<file path="src/rtl/core/bfbp_pkg.sv">
`default_nettype none

package bfbp_pkg;

  localparam int MAX_BINS_DEF = 64;
  localparam int SIZE_W       = 16;
  localparam int BIN_NUM_W    = 7;
  localparam int STATUS_W     = 2;

  localparam logic [SIZE_W-1:0] CAP_RESET = 16'd100;

  typedef logic [STATUS_W-1:0] status_t;

  localparam status_t ST_PACKED   = 2'd0;
  localparam status_t ST_OVERSIZE = 2'd1;
  localparam status_t ST_FULL     = 2'd2;

endpackage

`default_nettype wire

</file>
<file path="src/rtl/core/best_fit_bin_packer_unit.sv">
// Best-fit bin packer. Each request carries an object size; the unit places it in the open
// bin whose remaining space is the smallest that still holds it (lowest bin number on a tie),
// or opens a new bin of cfg_wdata capacity, and returns the 1-based bin number with a status.
// Remaining space lives in one single-port-read RAM that is scanned one entry a cycle. After a
// request is accepted, the unit scans the bins opened in the current run (no scan for an
// oversized object), then decides and registers the result; the decision waits while a
// stalled result still holds the output register, and the next request is accepted only
// once the unit is idle again. One request is in work at a time. A result waits in an
// output register, and the next request is accepted while it waits. No clearing pass is
// needed after reset: a fill count bounds the scan. Write the capacity only while the unit
// is idle.
`default_nettype none

module best_fit_bin_packer_unit #(
  parameter int MAX_BINS = bfbp_pkg::MAX_BINS_DEF
) (
  input  wire logic                              clk,
  input  wire logic                              rst_n,
  input  wire logic                              cfg_we,
  input  wire logic [bfbp_pkg::SIZE_W-1:0]       cfg_wdata,
  input  wire logic                              in_valid,
  output logic                                   in_stall,
  input  wire logic [bfbp_pkg::SIZE_W-1:0]       in_object_size,
  input  wire logic                              in_first_object,
  output logic                                   out_valid,
  input  wire logic                              out_stall,
  output logic      [bfbp_pkg::BIN_NUM_W-1:0]    out_bin_number,
  output logic                                   out_opened_new_bin,
  output logic      [bfbp_pkg::STATUS_W-1:0]     out_status
);

  import bfbp_pkg::*;

  localparam int AW = $clog2(MAX_BINS);
  localparam int CW = $clog2(MAX_BINS + 1);

  localparam logic [1:0] S_IDLE   = 2'd0;
  localparam logic [1:0] S_SCAN   = 2'd1;
  localparam logic [1:0] S_DECIDE = 2'd2;

  logic [1:0]           state_r, state_nxt;
  logic [SIZE_W-1:0]    cap_r, cap_nxt;
  logic [SIZE_W-1:0]    size_r, size_nxt;
  logic                 over_r, over_nxt;
  logic [CW-1:0]        count_r, count_nxt;
  logic [CW-1:0]        idx_r, idx_nxt;
  logic                 pend_r, pend_nxt;
  logic [AW-1:0]        pidx_r, pidx_nxt;
  logic                 found_r, found_nxt;
  logic [AW-1:0]        best_r, best_nxt;
  logic [SIZE_W-1:0]    best_rem_r, best_rem_nxt;
  logic                 out_valid_r, out_valid_nxt;
  logic [BIN_NUM_W-1:0] out_num_r, out_num_nxt;
  logic                 out_fresh_r, out_fresh_nxt;
  status_t              out_status_r, out_status_nxt;

  logic                 mem_we;
  logic [AW-1:0]        mem_waddr;
  logic [SIZE_W-1:0]    mem_wdata;
  logic [AW-1:0]        mem_raddr;
  logic [SIZE_W-1:0]    mem_rdata;
  logic                 out_free;
  logic [CW-1:0]        best_num;
  logic [CW-1:0]        new_num;

  bfbp_ram #(
    .WIDTH (SIZE_W),
    .DEPTH (MAX_BINS)
  ) u_space_ram (
    .clk   (clk),
    .we    (mem_we),
    .waddr (mem_waddr),
    .wdata (mem_wdata),
    .raddr (mem_raddr),
    .rdata (mem_rdata)
  );

  assign out_free = !out_valid_r || !out_stall;
  assign best_num = CW'(best_r) + CW'(1);
  assign new_num  = count_r + CW'(1);
  assign in_stall = (state_r != S_IDLE);

  always_comb begin
    state_nxt      = state_r;
    cap_nxt        = cfg_we ? cfg_wdata : cap_r;
    size_nxt       = size_r;
    over_nxt       = over_r;
    count_nxt      = count_r;
    idx_nxt        = idx_r;
    pend_nxt       = pend_r;
    pidx_nxt       = pidx_r;
    found_nxt      = found_r;
    best_nxt       = best_r;
    best_rem_nxt   = best_rem_r;
    out_valid_nxt  = out_valid_r && out_stall;
    out_num_nxt    = out_num_r;
    out_fresh_nxt  = out_fresh_r;
    out_status_nxt = out_status_r;
    mem_we         = 1'b0;
    mem_waddr      = best_r;
    mem_wdata      = best_rem_r - size_r;
    mem_raddr      = idx_r[AW-1:0];

    case (state_r)
      S_IDLE: begin
        if (in_valid) begin
          size_nxt  = in_object_size;
          over_nxt  = in_object_size > cap_r;
          idx_nxt   = '0;
          pend_nxt  = 1'b0;
          found_nxt = 1'b0;
          if (in_first_object) begin
            count_nxt = '0;
          end
          state_nxt = (in_object_size > cap_r) ? S_DECIDE : S_SCAN;
        end
      end
      S_SCAN: begin
        if (pend_r && mem_rdata != '0 && mem_rdata >= size_r &&
            (!found_r || mem_rdata < best_rem_r)) begin
          found_nxt    = 1'b1;
          best_nxt     = pidx_r;
          best_rem_nxt = mem_rdata;
        end
        if (idx_r < count_r) begin
          idx_nxt  = idx_r + CW'(1);
          pend_nxt = 1'b1;
          pidx_nxt = idx_r[AW-1:0];
        end else begin
          pend_nxt = 1'b0;
          if (!pend_r) begin
            state_nxt = S_DECIDE;
          end
        end
      end
      S_DECIDE: begin
        if (out_free) begin
          out_valid_nxt  = 1'b1;
          out_num_nxt    = '0;
          out_fresh_nxt  = 1'b0;
          out_status_nxt = ST_PACKED;
          state_nxt      = S_IDLE;
          if (over_r) begin
            out_status_nxt = ST_OVERSIZE;
          end else if (found_r) begin
            mem_we      = 1'b1;
            out_num_nxt = BIN_NUM_W'(best_num);
          end else if (count_r == CW'(MAX_BINS)) begin
            out_status_nxt = ST_FULL;
          end else begin
            mem_we        = 1'b1;
            mem_waddr     = count_r[AW-1:0];
            mem_wdata     = cap_r - size_r;
            count_nxt     = new_num;
            out_num_nxt   = BIN_NUM_W'(new_num);
            out_fresh_nxt = 1'b1;
          end
        end
      end
      default: begin
        state_nxt = S_IDLE;
      end
    endcase
  end

  always_ff @(posedge clk) begin
    if (!rst_n) begin
      state_r     <= S_IDLE;
      cap_r       <= CAP_RESET;
      count_r     <= '0;
      pend_r      <= 1'b0;
      found_r     <= 1'b0;
      out_valid_r <= 1'b0;
    end else begin
      state_r     <= state_nxt;
      cap_r       <= cap_nxt;
      count_r     <= count_nxt;
      pend_r      <= pend_nxt;
      found_r     <= found_nxt;
      out_valid_r <= out_valid_nxt;
    end
  end

  always_ff @(posedge clk) begin
    size_r       <= size_nxt;
    over_r       <= over_nxt;
    idx_r        <= idx_nxt;
    pidx_r       <= pidx_nxt;
    best_r       <= best_nxt;
    best_rem_r   <= best_rem_nxt;
    out_num_r    <= out_num_nxt;
    out_fresh_r  <= out_fresh_nxt;
    out_status_r <= out_status_nxt;
  end

  assign out_valid          = out_valid_r;
  assign out_bin_number     = out_num_r;
  assign out_opened_new_bin = out_fresh_r;
  assign out_status         = out_status_r;

  a_count_bound: assert property (@(posedge clk) disable iff (!rst_n)
    count_r <= CW'(MAX_BINS))
    else $error("bin count exceeds table size");

  a_busy_after_accept: assert property (@(posedge clk) disable iff (!rst_n)
    (in_valid && !in_stall) |=> in_stall)
    else $error("request accepted while previous one in work");

  a_error_fields: assert property (@(posedge clk) disable iff (!rst_n)
    (out_valid && (out_status == ST_OVERSIZE || out_status == ST_FULL))
      |-> (out_bin_number == '0 && !out_opened_new_bin))
    else $error("error result carries a bin");

  a_fresh_counts: assert property (@(posedge clk) disable iff (!rst_n)
    (state_r == S_DECIDE && out_free && out_fresh_nxt)
      |=> (count_r == $past(count_r) + CW'(1)))
    else $error("new bin without count advance");

endmodule

`default_nettype wire

</file>
<file path="src/rtl/core/bfbp_ram.sv">
`default_nettype none

module bfbp_ram #(
  parameter int WIDTH = 16,
  parameter int DEPTH = 64
) (
  input  wire logic                     clk,
  input  wire logic                     we,
  input  wire logic [$clog2(DEPTH)-1:0] waddr,
  input  wire logic [WIDTH-1:0]         wdata,
  input  wire logic [$clog2(DEPTH)-1:0] raddr,
  output logic      [WIDTH-1:0]         rdata
);

  logic [WIDTH-1:0] mem_r [DEPTH];
  logic [WIDTH-1:0] rdata_r;

  always_ff @(posedge clk) begin
    if (we) begin
      mem_r[waddr] <= wdata;
    end
    rdata_r <= mem_r[raddr];
  end

  assign rdata = rdata_r;

endmodule

`default_nettype wire

</file>
<file path="config.mk">
export PLATFORM = sky130hd
export DESIGN_NAME = best_fit_bin_packer_unit
export DESIGN_NICKNAME = d
export VERILOG_FILES = /design/src/rtl/core/bfbp_pkg.sv /design/src/rtl/core/best_fit_bin_packer_unit.sv /design/src/rtl/core/bfbp_ram.sv
export SDC_FILE = /design/constraint.sdc
export NUM_CORES = 1
export LEC_CHECK = 0
export CAP_MARGIN = 20
export CORE_UTILIZATION = 57
export CTS_CLUSTER_DIAMETER = 40
export CTS_CLUSTER_SIZE = 40
export DETAILED_ROUTE_END_ITERATION = 8
export DONT_BUFFER_PORTS = 1
export GPL_ROUTABILITY_DRIVEN = 0
export PLACE_DENSITY = 0.74
export SETUP_SLACK_MARGIN = 0.15
export SYNTH_ARGS = -nofsm -noshare
export SYNTH_HDL_FRONTEND = slang
export SYNTH_SLANG_ARGS = --single-unit
</file>
<file path="constraint.sdc">
create_clock -name clk -period 4.95 [get_ports clk]
set_input_delay 0.495 -clock clk [delete_from_list [all_inputs] [get_ports clk]]
set_output_delay 0.495 -clock clk [all_outputs]
set_load 0.01 [all_outputs]
</file>
==> results.yml, run 1 <==
run_status:
  outcome: "finished, final reports clean"
min_path:
  holdPathStages: 2
  hold_end: "out_valid"
  holdCritPathClass: "input port to register"
  hold_path_startpoint: "out_stall"
clock_tree:
  clkTransAtPathRegs_ns: 0.06
  ctsLongestPathBuffers: 3
  h-tree-depth: 3
  cts_setup_buffers: 0
  insertion_delay_ns: 0.70
  cts_resized: 0
  cts_sinks: 1130
  clockRootBuffer: "clkbuf_16"
  cts_tree: "yes"
  cts_buffers: 121
sta:
  max_freq_ghz: 0.2538
  tightest_slew_ns: 1.012
  setup_violations: 0
  drv_slew: 0
  final.setup.tns_ns: 0
  relSlewSlack_pct: 32.27
  hold_slack_ns: 0.1125
  hold_viol_final: 0
  clock_skew_ns: 0.02814
  rsz0062_at_grt: "no"
  fin_crit_sh_pct: 79.59
  period_needed_ns: 3.940
critical_path:
  cp_num_buf_inv: 2
  arrival_ns: 4.31
  startpoint_type: "register"
  worstReg2RegStart: "state_r[1]"
  cp_common_cell: "nand2_1"
  reg2reg_slack_ns: 1.01
  crit_slowest_cell: "o31ai_1"
  path_class: "register to register"
  path_cells: "nor2b_1 > nand2_1 > inv_1 > nand3_2 > o31ai_1 > nand2_1 > nor2_1 > buf_4"
  path_delay_family: "simple AND/OR/NAND/NOR gates"
  crit_fanout: 17
  reg2reg_to: "u_space_ram.mem_r[4][6]"
  critPathCaptureType: "register"
  cp_slowest_stage_delay_ns: 0.70
  reg2regPathDepth: 8
  crit_required_ns: 5.32
power:
  p_per_area_nw_per_um2: 448.7
  switching_share_pct: 26.05
  vdd_drop_max_mv: 0.4138
  intPower_w: 0.01740
  switchingPower_w: 0.006127
  pwr-share-clk_pct: 39.5
  pwr-share-seq_pct: 47.8
  combPwrFrac_pct: 12.8
  cellLeakagePower_nw: 17.10
die:
  fp.dieW_um: 285.7
  start_util_pct: 57.86
  die_h_um: 285.7
  io_pins: 50
  dieArea_um2: 81600
  core_um2: 79260
  fp-row-count: 103
global_routing:
  grt_max_degree: 109
  grt_usage_pct: 26.57
  grt_pass1_vias: 23900
  antenna_found_initial: 1
  grt-ovfl-total: 0
  grt_pass1_wl_mm: 156.9
final_layout:
  area_growth_pct: 14.31
  drive_above_1_share_pct: 25.60
  antennaDiodeCount: 0
  seqCellArea_um2: 33490
  multi_input_area_um2: 11830
  fin_nets: 2626
  nFillCells: 5067
route:
  ant_nets: 0
  avgRoutedWirePerCell_um: 29.17
  dr.pass1.iters: 7
  num_vias: 23640
  drt-vias-per-instance: 6.472
  drtIter0Drc: 2753
  route.detailed.drc: 0
  wirelength_mm: 106.5
synth:
  synth_seq_cells: 1130
  synth-adder-area-share_pct: 2.461
  synthDistinctLibCells: 53
  ys_seq_area_share_pct: 73.03
  synth.net_count: 2463
  synth_flop_cell: "edfxtp_1"
  ys_top_cells_by_area: "edfxtp_1 (71%), mux4_2 (14%), ha_1 (2.4%)"
  synth_warnings: 0
  muxShareOfSynthArea_pct: 16.04
  synthArstFlopShare_pct: 0
  syn_area_um2: 45860
  synth_top_family_by_area: "multiplexers"
  synth_cells: 2336
  synth_most_common_cell: "edfxtp_1"
  yosys-top-cells-count: "edfxtp_1 (1086), mux4_2 (288), nor2_1 (156)"
  synth_simple_gate_area_share_pct: 2.966
  synth_xor_area_share_pct: 0.6875
  synth_compound_area_share_pct: 3.249
  synth_edf_count: 1086
  synth.avg_cell_area_um2: 19.63
  yosys.area.top_type_share_pct: 71.11
  yosys.area.top_type: "edfxtp_1"
job:
  cap_violations: 0
place:
  dp_hpwl_mm: 62.61
  port_buffers: 0
==> cells in the final DEF, fill, tap and decap left out, types with 6 or more instances in the layout <==
| cell | Yosys | routed |
|---|---|---|
| inv_6 | 0 | 28 |
| o21ai_0 | 41 | 38 |
| mux4_2 | 288 | 288 |
| o31ai_1 | 8 | 7 |
| o21a_1 | 7 | 7 |
| xor2_1 | 18 | 18 |
| clkinvlp_4 | 0 | 14 |
| nand2b_1 | 17 | 17 |
| inv_8 | 0 | 13 |
| clkinv_1 | 0 | 7 |
| mux2_2 | 32 | 32 |
| a21oi_1 | 87 | 84 |
| nor2b_1 | 11 | 11 |
| nor3_1 | 12 | 12 |
| clkbuf_16 | 0 | 121 |
| edfxtp_1 | 1086 | 1086 |
| dfxtp_1 | 44 | 44 |
| bufinv_16 | 0 | 10 |
| buf_12 | 0 | 14 |
| or3_1 | 6 | 6 |
| clkinv_2 | 0 | 6 |
| o211ai_1 | 8 | 8 |
| nor2_1 | 156 | 155 |
| o221ai_1 | 17 | 17 |
| ha_1 | 87 | 87 |
| dlygate4sd3_1 | 0 | 34 |
| xnor2_1 | 18 | 17 |
| a22oi_1 | 17 | 17 |
| inv_1 | 63 | 63 |
| clkinv_8 | 0 | 11 |
| mux2i_1 | 51 | 46 |
| a211oi_1 | 9 | 9 |
| a21o_1 | 16 | 14 |
| nand2_1 | 58 | 58 |
| clkinv_4 | 0 | 11 |
| nand3_1 | 20 | 19 |
| buf_4 | 9 | 96 |
==> sequential cells by signal, summed over array words and instances (netlist names) <==
name and count:
over_r 1, pidx_r 6, best_rem_r 16, u_space_ram.mem_r 1024
cap_r 16, state_r 2, count_r 7, out_status 2
u_space_ram.rdata 16, out_opened_new_bin 1, best_r 6, pend_r 1
found_r 1, out_valid 1, out_bin_number 7, size_r 16
idx_r 7
==> power by group through the flow <==
stage / Clock, W / Sequential [W] / Combinational (W)
final: 0.00928 / 0.0112 / 0.00300
after global routing: 0.00974 / 0.0112 / 0.00320
after CTS: 0.00938 / 0.0112 / 0.00301
after detailed placement: 0 / 0.0114 / 0.00296
after global placement: 0 / 0.0114 / 0.00287
after floorplan: 0 / 0.0114 / 0.00187
==> per-layer routing <==
metal	share of wire, %	routed length (um)	global-route usage (%)
met2	50	52860	43.32
met1	40	42320	37.45
met5	0	0	0
met3	7.8	8306	4.203
met4	2.9	3049	8.155
==> worst max-delay path by stage <==
stage / startpoint / endpoint / slack, ns / cells past startpoint
after floorplan: size_r[1] / u_space_ram.mem_r[0][11] / 0.18 / 9
after global placement: size_r[3] / u_space_ram.mem_r[24][10] / 1.50 / 9
after detailed placement: size_r[3] / u_space_ram.mem_r[25][10] / 1.28 / 9
after CTS: state_r[1] / u_space_ram.mem_r[4][3] / 1.26 / 8
after global routing: state_r[1] / u_space_ram.mem_r[4][3] / 0.85 / 8
final: state_r[1] / u_space_ram.mem_r[4][6] / 1.01 / 8
==> through the flow <==
stage | power (W) | utilization [%] | setup slack, ns | std cells | cell area (um2)
after floorplan | 0.01328 | - | 0.1839 | 2336 | 45870
after global placement | 0.01430 | 60.37 | 1.501 | 3390 | 47850
after detailed placement | 0.01441 | 60.39 | 1.285 | 3391 | 47860
after CTS | 0.02362 | 66.12 | 1.260 | 3651 | 52400
after global routing | 0.02418 | 66.14 | 0.8528 | 3652 | 52420
final | 0.02352 | 66.14 | 1.010 | 3652 | 52420
==> area by class of cell <==
cell class                 count  area share, %
multi-input combinational   1038          22.56
clock buffer                 125          5.805
timing repair buffer         145          2.580
tap                         1050          2.506
sequential                  1130          63.89
inverter                      63         0.4511
clock inverter               101          2.210
==> logic make-up (layout without fill, tap and decap cells) <==
logic type,after synthesis,in the layout
XOR/XNOR,36,36
multiplexers,371,371
AND/OR/NAND/NOR,306,306
adder cells (fa/ha/maj),89,89
buffers and inverters,168,434
flip-flops,1130,1130
AO/OA/AOI/OAI,236,236
==> timing repair <==
action	CTS	global route
hold endpoints to repair	33	0
hold buffers	34	0
setup endpoints to repair	0	0
(Power assumes the default switching activity.)
==> inputs of run 2 (changes only) <==
- CORE_UTILIZATION: 57 -> 63
- PLACE_DENSITY: 0.74 -> 0.78
- clock period: 4.95 -> 3.8 ns (I/O delays scaled with it)
==> results.yml, run 2 (synthesis gave the netlist of run 1 again) <==
run_status:
  outcome: "finished, final reports clean"
route:
  drt-vias-per-instance: 6.800
  num_vias: 24360
  wirelength_mm: 111.3
  avgRoutedWirePerCell_um: 31.06
  ant_nets: 0
  drtIter0Drc: 2744
  dr.pass1.iters: 6
  route.detailed.drc: 0
min_path:
  holdCritPathClass: "input port to register"
sta:
  max_freq_ghz: 0.2932
  tightest_slew_ns: 1.141
  period_needed_ns: 3.410
  rsz0062_at_grt: "no"
  clock_skew_ns: 0.03437
  relSlewSlack_pct: 23.97
  hold_slack_ns: 0.05596
  hold_viol_final: 0
  fin_ws_ns: 0.3895
  final.setup.tns_ns: 0
  fin_crit_sh_pct: 89.75
  drv_slew: 0
  setup_violations: 0
critical_path:
  crit_required_ns: 4.18
  cp_slowest_stage_delay_ns: 0.54
  path_class: "register to register"
  path_cells: "ha_1 > fa_1 > nand2b_1 > a211oi_1 > o41ai_2 > a211oi_1 > nor2b_1 > xor2_1 > mux2i_4 > buf_4"
  cp_common_cell: "a211oi_1"
  path_delay_family: "compound AO/OA/AOI/OAI gates"
  critPathCaptureType: "register"
  startpoint_type: "register"
  crit_slowest_cell: "buf_4"
  arrival_ns: 3.79
  cp_num_buf_inv: 1
  crit_fanout: 64
final_layout:
  drive_above_1_share_pct: 26.62
  multi_input_area_um2: 11870
  fin_nets: 2650
  nFillCells: 3868
  layout_common_cells: "edfxtp_1 (1086), mux4_2 (288), nor2_1 (147)"
  final_common_cell: "edfxtp_1"
  largest_reg_flops: 1024
  final_util_pct: 73.26
  area_growth_pct: 14.59
  seqCellArea_um2: 33490
  regMostFlops: "u_space_ram.mem_r"
clock_tree:
  cts_setup_buffers: 0
  cts_tree: "yes"
  cts_buffers: 121
  clkTransAtPathRegs_ns: 0.06
  insertion_delay_ns: 0.70
  cts_sinks: 1130
  h-tree-depth: 3
  clockRootBuffer: "clkbuf_16"
  ctsLongestPathBuffers: 3
global_routing:
  antenna_found_initial: 1
  grt_max_degree: 79
  grt-ovfl-total: 0
  grt_pass1_wl_mm: 163.6
  grt_usage_pct: 30.92
  grt_pass1_vias: 24980
power:
  pwr-share-seq_pct: 47.6
  cellLeakagePower_nw: 17.26
  vdd_drop_max_mv: 0.4556
  p_per_area_nw_per_um2: 585.0
  switching_share_pct: 25.69
  intPower_w: 0.02285
  pwr-share-clk_pct: 39.3
  switchingPower_w: 0.007897
  combPwrFrac_pct: 13.1
die:
  io_pins: 50
  core_um2: 71730
  die_h_um: 271.8
  fp-row-count: 98
  start_util_pct: 63.93
  fp.dieW_um: 271.8
  dieArea_um2: 73880
job:
  cap_violations: 0
place:
  port_buffers: 0
  post-place-ws_ns: 0.2840
  dp_hpwl_mm: 64.10
==> run 2: cell count changes in the layout (fill, tap and decap cells not counted), sizes merged <==
cell,change
clkinvlp,-1
buf,+23
clkbuf,+9
clkinv,+2
dlygate4sd3,+1
inv,-6
diode,+2
==> run 2: what timing repair did <==
action,in CTS,in global routing
hold endpoints to repair,34,0
hold buffers,35,0
setup endpoints to repair,0,300
gates resized for setup,0,3
==> run 2: final cells by class <==
class / count / share of cell area [%]
Clock inverter: 96 / 1.938
Multi-Input combinational cell: 1038 / 22.59
Timing Repair Buffer: 169 / 2.945
Clock buffer: 134 / 6.074
Inverter: 63 / 0.4500
Tap cell: 950 / 2.262
Sequential cell: 1130 / 63.73
Antenna cell: 2 / 0.009523
==> run 2: metrics by stage <==
| step | cells | total power (W) | cell area, um2 |
|---|---|---|---|
| finish | 3582 | 0.03074 | 52550 |
| global route | 3580 | 0.03153 | 52550 |
| CTS | 3579 | 0.03082 | 52510 |
| detailed placement | 3314 | 0.01879 | 47950 |
| global placement | 3314 | 0.01864 | 47950 |
| floorplan | 2336 | 0.01730 | 45910 |
==> run 2: worst paths after layout <==
check / startpoint / end / slack, ns / depth (start not counted)
worst max-delay path: size_r[0] / u_space_ram.mem_r[17][12] / 0.39 / 10
worst min-delay path: out_stall / out_valid / 0.06 / 2
worst max register to register: size_r[0] / u_space_ram.mem_r[17][12] / 0.39 / 10
worst min register to register: pidx_r[1] / best_r[1] / 0.43 / 0
==> run 2: power by group through the flow <==
stage                     Clock, W  Sequential (W)  Combinational, W
after floorplan                  0          0.0148           0.00246
after global placement           0          0.0149           0.00376
after detailed placement         0          0.0149           0.00390
after CTS                   0.0122          0.0146           0.00399
after global routing        0.0126          0.0146           0.00427
final                       0.0121          0.0146           0.00403
==> run 2: worst reg2reg max path: stages (launching register included) <==
cell	delay, ns
edfxtp_1	0.42
ha_1	0.25
fa_1	0.39
nand2b_1	0.22
a211oi_1	0.34
o41ai_2	0.19
a211oi_1	0.28
nor2b_1	0.10
xor2_1	0.18
mux2i_4	0.14
buf_4	0.54
==> run 2: layer usage <==
metal / share of wire [%] / vias to the layer above / global-route usage, %
met2: 49 / 1546 / 49.82
met4: 3.7 / 2 / 12.24
met3: 9.6 / 248 / 5.812
li1: - / 9955 / -
met1: 37 / 12610 / 42.48
met5: 0.0099 / - / 0
